`src/hdl/orl_pkg.sv`:
```
// Package for the overwrite ring log: sizes, command codes and the
// control/status structs between the controller and the datapath.
// No dependencies.
package orl_pkg;

   localparam int CAPACITY      = 8192;
   localparam int SLOT_W        = $clog2(CAPACITY);
   localparam int COUNT_W       = SLOT_W + 1;
   localparam int MAX_BATCH     = 64;
   localparam int BATCH_W       = $clog2(MAX_BATCH + 1);
   localparam int STAMP_W       = 63;
   localparam int WORD_W        = 32;
   localparam int AGE_W         = 32;
   localparam int ENTRY_W       = STAMP_W + 2 * WORD_W;
   localparam int US_PER_SECOND = 1000000;

   // One million is 64 times 15625: the power of two is a shift, the odd
   // factor is a multiply by its rounded-up reciprocal scaled by 2^60
   localparam int AGE_SHIFT     = 6;
   localparam int AGE_ODD_DIV   = US_PER_SECOND >> AGE_SHIFT;
   localparam int RECIP_SHIFT   = 60;
   localparam int RECIP_W       = 47;
   localparam logic [RECIP_W-1:0] AGE_RECIP =
      RECIP_W'((64'd1 << RECIP_SHIFT) / 64'(AGE_ODD_DIV) + 64'd1);

   // Multiply in chunks of the shifted dividend, one chunk per cycle
   localparam int DIV_CHUNK_W   = 12;
   localparam int DIV_ITERS     = 4;
   localparam int DIV_Y_W       = DIV_CHUNK_W * DIV_ITERS;
   localparam int DIV_PROD_W    = DIV_CHUNK_W + RECIP_W;
   localparam int DIV_ACC_W     = DIV_PROD_W + 1;
   localparam int AGE_POS       = RECIP_SHIFT - (DIV_ITERS - 1) * DIV_CHUNK_W;
   localparam int DIV_CNT_W     = $clog2(DIV_ITERS + 1);

   // Smallest elapsed time whose age no longer fits in AGE_W bits
   localparam logic [STAMP_W-1:0] AGE_SAT_LIMIT = STAMP_W'(US_PER_SECOND) << AGE_W;

   typedef enum logic [1:0] {
      CMD_APPEND  = 2'd0,
      CMD_PEEK    = 2'd1,
      CMD_ADVANCE = 2'd2
   } orl_op_type;

   typedef struct packed {
      logic capture;    // load request fields
      logic exec;       // run append / advance / peek setup
      logic mem_rd;     // read record at current peek index
      logic diff;       // form elapsed time of read record
      logic div_start;  // launch age divider
      logic out_rec;    // load output with a record
      logic out_plain;  // load output with an empty result
      logic next_rec;   // advance peek index
   } orl_cmd_type;

   typedef struct packed {
      logic [1:0] op;
      logic       batch_zero;
      logic       div_busy;
      logic       out_last;
   } orl_status_type;

endpackage

```
`src/hdl/orl_ctrl.sv`:
```
// Controller of the ring log: sequences command execution, record reads,
// age division and result transfers. Depends on orl_pkg.
module orl_ctrl
   import orl_pkg::*;
(
   input  logic           clock,
   input  logic           reset,
   input  logic           req_valid,
   output logic           req_stall,
   output logic           rsp_valid,
   input  logic           rsp_stall,
   input  orl_status_type status,
   output orl_cmd_type    cmd
);

   typedef enum logic [3:0] {
      S_IDLE,
      S_DECODE,
      S_PLAIN,
      S_READ,
      S_DIFF,
      S_DIV_START,
      S_DIV_WAIT,
      S_LOAD,
      S_OUT
   } state_type;

   state_type state_ff, state_in;
   logic      req_stall_ff;
   logic      rsp_valid_ff;

   always_comb begin
      state_in = state_ff;
      cmd      = '0;
      unique case (state_ff)
         S_IDLE: begin
            if (req_valid && !req_stall_ff) begin
               cmd.capture = 1'b1;
               state_in    = S_DECODE;
            end
         end
         S_DECODE: begin
            cmd.exec = 1'b1;
            if (status.op == CMD_PEEK && !status.batch_zero) begin
               state_in = S_READ;
            end else begin
               state_in = S_PLAIN;
            end
         end
         S_PLAIN: begin
            cmd.out_plain = 1'b1;
            state_in      = S_OUT;
         end
         S_READ: begin
            cmd.mem_rd = 1'b1;
            state_in   = S_DIFF;
         end
         S_DIFF: begin
            cmd.diff = 1'b1;
            state_in = S_DIV_START;
         end
         S_DIV_START: begin
            cmd.div_start = 1'b1;
            state_in      = S_DIV_WAIT;
         end
         S_DIV_WAIT: begin
            if (!status.div_busy) begin
               state_in = S_LOAD;
            end
         end
         S_LOAD: begin
            cmd.out_rec = 1'b1;
            state_in    = S_OUT;
         end
         S_OUT: begin
            // Hold the result until the transfer completes
            if (!rsp_stall) begin
               if (status.out_last) begin
                  state_in = S_IDLE;
               end else begin
                  cmd.next_rec = 1'b1;
                  state_in     = S_READ;
               end
            end
         end
         default: begin
            state_in = S_IDLE;
         end
      endcase
   end

   always_ff @(posedge clock) begin
      if (reset) begin
         state_ff     <= S_IDLE;
         req_stall_ff <= 1'b1;
         rsp_valid_ff <= 1'b0;
      end else begin
         state_ff     <= state_in;
         req_stall_ff <= (state_in != S_IDLE);
         rsp_valid_ff <= (state_in == S_OUT);
      end
   end

   assign req_stall = req_stall_ff;
   assign rsp_valid = rsp_valid_ff;

endmodule

```
`config.mk`:
```
export PLATFORM = sky130hd
export DESIGN_NAME = orl_ctrl
export DESIGN_NICKNAME = d
export VERILOG_FILES = /design/src/hdl/orl_pkg.sv /design/src/hdl/orl_ctrl.sv
export SDC_FILE = /design/constraint.sdc
export NUM_CORES = 1
export LEC_CHECK = 0
export ABC_AREA = 1
export BUFFER_PORTS_ARGS = -buffer_cell sky130_fd_sc_hd__buf_2
export CORE_AREA = 2 2 39 41
export CTS_CLUSTER_DIAMETER = 60
export DETAILED_ROUTE_END_ITERATION = 16
export DIE_AREA = 0 0 41 43
export HOLD_SLACK_MARGIN = 0.02
export PLACE_DENSITY_LB_ADDON = 0.15
export SKIP_LAST_GASP = 1
export SLEW_MARGIN = 0
export SYNTH_ARGS = -nofsm -noshare
export SYNTH_HDL_FRONTEND = slang
export SYNTH_SLANG_ARGS = --single-unit
export TNS_END_PERCENT = 100
```
`constraint.sdc`:
```
create_clock -name clock -period 1.15 [get_ports clock]
set_input_delay 0.0575 -clock clock [delete_from_list [all_inputs] [get_ports clock]]
set_output_delay 0.0575 -clock clock [all_outputs]
set_load 0.02 [all_outputs]
```
## Word level (Yosys, flattened, before mapping)

Cells that the tools add are included.

| word-level totals | value |
|---|---|
| register bits | 6 |
| input port bits | 9 |

| operators by class | value |
|---|---|
| equal/unequal tests | 10 |
| mux-type cells | 17 |
| reduce and logical (&&, ||, !) cells | 7 |

Operators by type and width:

| cell | number |
|---|---|
| 4-bit case mux with 8 select lines | 1 |
| 4-bit by 3-bit equality test with 1-bit output, second input constant | 4 |
| 1-bit 2-to-1 mux | 12 |
| 4-bit 2-to-1 mux | 3 |
| 4-bit by 2-bit equality test with 1-bit output, second input constant | 2 |
| 4-bit equality test, second input constant | 2 |
| 4-bit by 1-bit equality test with 1-bit output, second input constant | 1 |
| 4-bit zero test | 1 |
| 4-bit nonzero test | 1 |
| 2-bit by 1-bit equality test with 1-bit output, second input constant | 1 |
| 1-bit logical AND | 2 |
| 1-bit zero test | 2 |
| 2-bit 2-to-1 mux | 1 |
| 2-bit OR reduction | 1 |

## Logic depth before layout (Yosys ltp)

Gate-level depths: netlist of the first run.

| depth | value |
|---|---|
| word-level depth | 5 |
| depth in mapped cells | 7 |

## Worst setup path before layout of the first run

OpenSTA, ideal clock, no wires.

| path | value |
|---|---|
| path type | reg-to-reg |
| from | register state_ff[1] |
| to | register state_ff[0] |
| arrival time | 0.947 ns |
| data required time | 1.086 ns |
| slack | 0.139 ns |
| cell stages (with the launch flop) | 8 |
| path buffers | 0 |
| clock period less this slack | 1.011 ns |
| path through | dfxtp_1 inv_2 nand2_2 nor2_2 nand2_2 nand3_1 nor2_1 nor2_1 |

| on the way | value |
|---|---|
| longest elaborated chain between the ends | 3 |

RTL lines:

| what | RTL line | text |
|---|---|---|
| start, declared | orl_ctrl.sv:28 | `state_type state_ff, state_in;` |
| start signal, assigned | orl_ctrl.sv:98 | `state_ff <= state_in;` |
| 4-bit by 3-bit equality test with 1-bit output or 4-bit by 2-bit equality test with 1-bit output (tied branches) | orl_ctrl.sv:35 | `unique case (state_ff)` |
| 2-bit OR reduction (no source line) | n/a |  |
| 4-bit case mux with 8 select lines * | orl_ctrl.sv:35 |  |

Every way passes the cells marked *; elsewhere a longest branch is shown, timed or not.
A chain may end at the register's enable or synchronous reset.

==> results of run 1 <==
layout make-up:
cell class              count  area [um2]  share of cell area
inverters                  15        58.8              0.0979
clock buffers               3        22.5              0.0375
well taps                  16        20.0              0.0333
multi-input cells          38         226               0.377
repair buffers             21         138               0.229
flip-flops and latches      6         135               0.225
synthesized netlist by cell type, drive strengths merged:
cell / n
a21oi: 1
a31oi: 2
dfxtp: 6
inv: 15
nand2: 10
nand3: 7
nand3b: 1
nand4: 2
nor2: 14
o21ai: 1
layer usage:
| metal | part of all wire | track usage |
|---|---|---|
| met1 | 0.45 | 0.158 |
| met2 | 0.46 | 0.159 |
| met3 | 0.059 | 0.0157 |
| met4 | 0.032 | 0.140 |
| met5 | 0 | 0 |
sequential cells by signal (all words and copies together), names as in the netlist:
signal     flops
state_ff       4
req_stall      1
rsp_valid      1
power groups by stage:
| stage | Clock, uW | Sequential, uW | Combinational, uW |
|---|---|---|---|
| 2_1_floorplan | 0 | 242 | 59.5 |
| 3_3_place_gp | 0 | 235 | 108 |
| 3_5_place_dp | 0 | 236 | 108 |
| 4_1_cts | 199 | 230 | 112 |
| 5_1_grt | 212 | 231 | 137 |
| 6_report | 188 | 230 | 123 |
through the flow:
step,cell area (um2),std cells,TNS [ps],hold slack [ps]
floorplan,368,59,0,127
detailed placement,478,93,0,292
global placement,478,93,0,297
finish,601,99,0,35.0
CTS,562,98,-23.4,22.8
global route,601,99,-302,37.9
final timing paths:
check | endpoint | from | cells past startpoint | slack (ps)
max | cmd[1] | state_ff[3]$_SDFF_PP0_ | 4 | 6
min | state_ff[2]$_SDFF_PP0_ | reset | 2 | 30
max reg2reg | req_stall$_SDFF_PP1_ | state_ff[2]$_SDFF_PP0_ | 7 | 50
min reg2reg | state_ff[2]$_SDFF_PP0_ | state_ff[3]$_SDFF_PP0_ | 3 | 610
worst max-delay path, stage by stage, from the launching register on:
cell     delay [ps]
dfxtp_4         360
nor2_4          160
nand3_2         110
inv_1            60
buf_2           150
kinds of logic after synthesis:
logic type	share of synthesized area
DFF	0.327
and+or+nand+nor	0.459
AOI/OAI and AO/OA	0.0612
buffers and inverters	0.153
what timing repair did:
action,in CTS,in global routing
endpoints found under the setup margin,8,10
gates resized for setup,19,11
setup buffers,2,1
gates cloned,0,0
pin swaps,3,2
==> run_results.csv, run 1 <==
group,metric,value,unit
grt,antenna_found_initial,0,
route,drc,0,
power,p_sw,155,uW
sta,setup_ws,5.96,ps
power,p_leak,0.000336,uW
route,dr.pass1.iters,2,
synth,yosysTopAreaCell,"dfxtp_1",
layout,fillers,165,
grt,first_global_vias,363,
power,pwr-share-seq,0.425,
power,pwr-share-clk,0.348,
die,die_area,0.00176,mm2
die,core_area,0.00138,mm2
sta,relSlewSlack,0.870,
worst_hold_path,holdCritPathClass,"in -> reg",
synth,syn-num-nets,68,
route,avgRoutedWirePerCell,9.42,um
worst_setup_path,arrival,1090,ps
clocking,cts_inserted_buffers,3,
synth,synth.top_cell.area_share,0.327,
power,switching_share,0.287,
placement,place_congestion,0.725,
outcome,status,"completed",
clocking,ctsHoldBuffers,0,
clocking,cts_tree,"yes",
clocking,htree_levels,1,
worst_setup_path,endpoint_kind,"output port",
power,pwr_density_cell,900,mW/mm2
placement,pre_cts_slack,65.8,ps
synth,syn_area,368,um2
synth,yosysSeqAreaShare,0.327,
layout,final_layout_size_suffix_gt1_frac,0.554,
clocking,root_buffer,"clkbuf_4",
grt,grt_pass1_wl,1430,um
grt,grt-ovfl-total,0,
layout,antenna_cells,0,
layout,syn_to_final_growth,63.3,%
grt,track_usage,0.125,
clocking,numClockSinks,6,
sta,period_minus_slack,1140,ps
layout,fin_util,0.434,
worst_setup_path,critical_path.startpoint_type,"flip-flop",
worst_setup_path,crit_type,"reg -> out",
worst_setup_path,worstPathRequired,1090,ps
route,drt_iter0_drc,3,
sta,hold_viol,0,
route,vias,437,
route,drt_wl_total,933,um
sta,final.setup_skew,1.03,ps
sta,fmax,0.874,GHz
power,vdd_drop_max,0.000343,V
die,die_x,41,um
sta,fin_crit_sh,0.995,
layout,most-common-layout-cells,"buf_2, inv_1, nor2_1",
synth,syn_inst,59,
power,combinationalPowerShare,0.227,
grt,grt_max_degree,7,
die,dieHeight,43,um
synth,yosys-top-cells-area,"dfxtp_1, inv_1, nor2_1",
route,antenna_left,0,
synth,yosys_warnings,0,
sta,slew_viol_final,0,
sta,rsz0062_at_grt,"yes",
sta,setup_viol,0,
die,rows,14,
sta,tightest_slew,193,ps
synth,netlist-cell-type-count,15,
placement,hpwlAfterDp,724,um
synth,ys_seq_elements,6,
clocking,clockBufferDepth,2,
route,viasPerCell,4.41,
power,p_int,385,uW
layout,final_common_cell,"buf_2",
die,start_util,0.266,
placement,io_buffers,18,
worst_setup_path,path_max_fanout,4,
synth,syn_avg_cell_area,6.23,um2
flow_run,cap_violations,0,
layout,nets,94,
die,ios,19,
clocking,insertion_delay,240,ps
power,power,541,uW
clocking,clk_pin_slew_worst_paths,40,ps
Power figures use the tool's default switching activity.
==> run 2, diff against run 1 <==
Settings changed: CORE_AREA 2 2 39 41 to 3 3 40 42, DIE_AREA 0 0 41 43 to 0 0 43 45.
==> run 2 against run 1 <==
  * Utilization increased by 7.2 points
  * Sequential share of layout area decreased by 1.7 points
  * Design area increased by 8.3%
  * Total power increased by 5.5%
  * Non-clock buffer count increased by 2
  * Die area increased by 9.8%
  * Clock power increased by 4%
  * First-iteration DRC count decreased by 33%
  * Wire length increased by 11%
==> run_results.csv, run 2 (same netlist as run 1, synthesis figures left out) <==
group,metric,value,unit
die,die_area,0.00194,mm2
route,vias,450,
clocking,numClockSinks,6,
route,wl_met1,439,um
worst_setup_path,crit_type,"reg -> out",
route,avgRoutedWirePerCell,10.4,um
sta,fin_crit_sh,0.997,
sta,setup_viol,0,
worst_setup_path,path_max_fanout,5,
layout,antenna_cells,0,
die,core_area,0.00128,mm2
clocking,ctsHoldBuffers,0,
sta,tightest_slew,164,ps
placement,hpwlAfterDp,740,um
layout,final_layout_size_suffix_gt1_frac,0.635,
die,ios,19,
die,rows,13,
clocking,cts_tree,"yes",
layout,fillers,139,
sta,rsz0062_at_grt,"yes",
worst_hold_path,hold_depth,2,
route,wl_met2,503,um
layout,nets,96,
layout,fin_util,0.506,
layout,most-common-layout-cells,"buf_2, nor2_1, inv_2, buf_4",
route,dr.pass1.iters,4,
sta,final.setup_skew,1.87,ps
sta,fmax,0.872,GHz
layout,final_common_cell,"buf_2",
placement,io_buffers,18,
sta,hold_viol,0,
worst_setup_path,r2r_slack,60,ps
sta,slew_viol_final,0,
grt,antenna_found_initial,0,
worst_setup_path,r2r_end,"req_stall$_SDFF_PP1_",
worst_setup_path,critical_path.startpoint_type,"flip-flop",
clocking,root_buffer,"clkbuf_4",
worst_setup_path,worstPathRequired,1090,ps
sta,relSlewSlack,0.890,
die,dieHeight,45,um
die,die_x,43,um
clocking,insertion_delay,240,ps
worst_hold_path,holdCritPathClass,"in -> reg",
power,vdd_drop_max,0.000380,V
layout,largest_register,"state_ff",
grt,track_usage,0.113,
layout,final_cell_area,651,um2
power,pwr_density_cell,877,mW/mm2
worst_setup_path,reg2regPathDepth,7,
grt,grt_pass1_wl,1590,um
clocking,htree_levels,1,
sta,period_minus_slack,1150,ps
outcome,status,"completed",
worst_hold_path,whs_endpoint,"state_ff[1]$_SDFF_PP0_",
worst_setup_path,r2r_start,"state_ff[2]$_SDFF_PP0_",
route,drt_wl_total,1040,um
placement,pre_cts_slack,64.0,ps
clocking,clk_pin_slew_worst_paths,40,ps
grt,first_global_vias,391,
route,drc,0,
grt,grt-ovfl-total,0,
sta,setup_ws,3.44,ps
die,start_util,0.286,
route,top_layer,"met4",
route,antenna_left,0,
route,wl_met3,75,um
worst_setup_path,arrival,1090,ps
worst_hold_path,hp-start,"reset",
placement,place_congestion,0.784,
worst_setup_path,endpoint_kind,"output port",
layout,largest_register_ffs,4,
clocking,clockBufferDepth,2,
grt,grt_max_degree,7,
clocking,cts_inserted_buffers,3,
layout,syn_to_final_growth,76.9,%
route,drt_iter0_drc,2,
route,viasPerCell,4.50,
placement,dpl-instance-area,477,um2
flow_run,cap_violations,0,
power,p_leak,0.000346,uW
-- run 2: how the worst max path moves through the flow --
stage,start,endpoint,slack (ps),depth (start not counted)
4_1_cts,state_ff[3]$_SDFF_PP0_,cmd[1],-30,4
3_3_place_gp,state_ff[3]$_SDFF_PP0_,state_ff[3]$_SDFF_PP0_,80,3
2_1_floorplan,state_ff[1]$_SDFF_PP0_,state_ff[0]$_SDFF_PP0_,140,7
5_1_grt,state_ff[2]$_SDFF_PP0_,cmd[3],-50,5
3_5_place_dp,state_ff[1]$_SDFF_PP0_,req_stall$_SDFF_PP1_,60,5
6_report,state_ff[2]$_SDFF_PP0_,cmd[3],3,5
-- run 2: area by class of cell --
class	count	area, um2	area share
multi-input combinational	38	249	0.383
clock buffer	3	22.5	0.0346
tap	15	18.8	0.0288
inverter	15	58.8	0.0904
timing repair buffer	23	166	0.256
sequential	6	135	0.208
-- run 2: per-stage QoR --
step | hold WS (ps) | total power (uW) | TNS (ps) | std cells
after detailed placement | 304 | 343 | 0 | 92
after global routing | 44.8 | 612 | -289 | 100
after global placement | 301 | 343 | 0 | 92
after CTS | 37.2 | 546 | -116 | 97
after floorplan | 127 | 302 | 0 | 59
final | 44.2 | 570 | 0 | 100
-- run 2: timing repair --
action,in CTS,in global routing
buffers inserted,2,3
endpoints found under the setup margin,7,11
gates resized for setup,14,29
pin swaps,3,7
-- run 2: routing by layer --
layer | GRT usage | vias to the layer above
met3 | 0.0319 | 2
met5 | 0 | -
met2 | 0.171 | 17
li1 | - | 235
met4 | 0.0904 | 0
met1 | 0.134 | 196
-- run 2: power by group --
part	switching, uW	total, uW	leakage (uW)	internal, uW
Clock	76.5	195	0.0000138	118
Sequential	14.4	231	0.0000520	216
Combinational	80.1	145	0.000280	65.1
Total	171	570	0.000346	399
-- run 2: critical path: stages (launching register included) --
cell	delay (ps)
dfxtp_4	380
inv_4	40
nor2_4	140
inv_1	50
nor2_1	80
buf_4	140
==> run 3, diff against run 2 <==
Settings changed: PLACE_DENSITY from default to 0.53, PLACE_DENSITY_LB_ADDON 0.15 to default.
==> run 3 against run 2 <==
  * Register-to-register slack gained 20 ps
  * Global-route usage shrank 0.56 points
  * Maximum frequency is essentially flat
  * Clock power shrank 3%
  * Total power shrank 6.2%
  * Worst hold slack lost 3.4 ps
  * Sequential share of layout area grew 3.0 points
  * Utilization shrank 6.3 points
  * Cell count shrank 4.0%
  * Critical path depth is the same
  * Count of clock-buffer cells in the layout is the same
  * Largest cell class unchanged
==> run_results.csv, run 3 (same netlist as run 1, synthesis figures left out) <==
group,metric,value,unit
outcome,status,"completed",
power,pwr-share-clk,0.355,
worst_setup_path,r2r_start,"state_ff[1]$_SDFF_PP0_",
route,drt_iter0_drc,8,
sta,slew_viol_final,0,
route,dr.pass1.iters,5,
route,drc,0,
power,p_sw,155,uW
grt,grt_max_degree,7,
die,dieHeight,45,um
worst_setup_path,critical_path.startpoint_type,"flip-flop",
grt,track_usage,0.107,
power,p_int,380,uW
power,combinationalPowerShare,0.215,
clocking,numClockSinks,6,
route,avgRoutedWirePerCell,9.74,um
route,vias,435,
die,die_area,0.00194,mm2
layout,antenna_cells,0,
worst_hold_path,hold_depth,2,
power,p_leak,0.000322,uW
worst_setup_path,crit_path_max_incr_delay,370,ps
placement,place_congestion,0.757,
sta,setup_viol,0,
grt,grt-ovfl-total,0,
power,pwr_density_cell,940,mW/mm2
worst_hold_path,whs_endpoint,"state_ff[3]$_SDFF_PP0_",
sta,fmax,0.871,GHz
route,viasPerCell,4.53,
die,core_area,0.00128,mm2
layout,nets,92,
die,ios,19,
layout,largest_register_ffs,4,
clocking,cts_tree,"yes",
worst_setup_path,arrival,1090,ps
clocking,ctsHoldBuffers,0,
worst_setup_path,crit_type,"reg -> out",
clocking,cts_inserted_buffers,3,
route,antenna_left,0,
worst_setup_path,reg2regPathDepth,7,
power,pwr-share-seq,0.430,
die,start_util,0.286,
worst_setup_path,path_cells,"inv_2 > nor2_4 > inv_1 > nor2_1 > buf_4",
worst_setup_path,cp_num_buf_inv,3,
grt,antenna_found_initial,0,
sta,final.setup_skew,1.30,ps
placement,dpl-instance-area,477,um2
route,drt_wl_total,935,um
clocking,htree_levels,1,
layout,final_layout_size_suffix_gt1_frac,0.543,
placement,pre_cts_slack,64.9,ps
worst_hold_path,hp-start,"reset",
layout,final_common_cell,"buf_2",
layout,final_cell_area,569,um2
worst_hold_path,holdCritPathClass,"in -> reg",
clocking,clk_pin_slew_worst_paths,40,ps
sta,relSlewSlack,0.886,
worst_setup_path,endpoint_kind,"output port",
sta,fin_crit_sh,0.998,
sta,period_minus_slack,1150,ps
placement,io_buffers,18,
sta,hold_viol,0,
layout,largest_register,"state_ff",
worst_setup_path,r2r_end,"req_stall$_SDFF_PP1_",
worst_setup_path,crit_path_top_delay_cell,"dfxtp_4",
power,switching_share,0.289,
power,vdd_drop_max,0.000328,V
worst_setup_path,crit_family,"flip-flops",
worst_setup_path,r2r_slack,80,ps
placement,hpwlAfterDp,696,um
grt,grt_pass1_wl,1490,um
sta,setup_ws,2.40,ps
die,die_x,43,um
grt,first_global_vias,390,
worst_setup_path,worstPathRequired,1090,ps
flow_run,cap_violations,0,
clocking,clockBufferDepth,2,
worst_setup_path,path_max_fanout,6,
sta,rsz0062_at_grt,"yes",
layout,syn_to_final_growth,54.8,%
layout,most-common-layout-cells,"buf_2, nor2_1, inv_1",
clocking,insertion_delay,240,ps
sta,tightest_slew,169,ps
clocking,root_buffer,"clkbuf_4",
die,rows,13,
-- run 3: metrics by stage --
step,std cells,hold WS [ps],util,total power (uW),setup TNS [ps]
2_1_floorplan,59,127,-,302,0
3_3_place_gp,92,295,0.371,343,0
3_5_place_dp,92,296,0.371,342,0
4_1_cts,96,29.2,0.424,541,-79.6
5_1_grt,96,50.3,0.443,565,-360
6_report,96,40.8,0.443,535,0
-- run 3: area by class of cell --
class	instances	area (um2)
inverter	15	56.3
multi-input combinational	38	216
timing repair buffer	19	120
sequential	6	135
tap	15	18.8
clock buffer	3	22.5
fill	146	716
-- run 3: worst max path at each step --
stage,start,endpoint,slack (ps),depth (start not counted)
finish,state_ff[2]$_SDFF_PP0_,cmd[3],2,5
global route,state_ff[2]$_SDFF_PP0_,cmd[3],-70,5
global placement,state_ff[1]$_SDFF_PP0_,req_stall$_SDFF_PP1_,50,5
CTS,state_ff[3]$_SDFF_PP0_,cmd[0],-30,5
detailed placement,state_ff[1]$_SDFF_PP0_,req_stall$_SDFF_PP1_,60,5
floorplan,state_ff[1]$_SDFF_PP0_,state_ff[0]$_SDFF_PP0_,140,7
-- run 3: repair_timing --
action	CTS	global route
endpoints found under the setup margin	7	8
resized for setup	17	10
pin swaps	2	2
setup buffers	1	0
-- run 3: power groups by stage --
stage / combinational, uW / sequential (uW) / clock (uW)
floorplan: 59.5 / 242 / 0
global placement: 108 / 235 / 0
detailed placement: 107 / 235 / 0
CTS: 111 / 233 / 198
global route: 128 / 231 / 206
finish: 115 / 230 / 190
-- run 3: routing by layer --
metal	vias up	wire length, um	global-route usage
met5	-	0	0
met1	184	377	0.116
met3	5	98	0.0239
li1	227	-	-
met2	19	430	0.171
met4	0	28	0.108
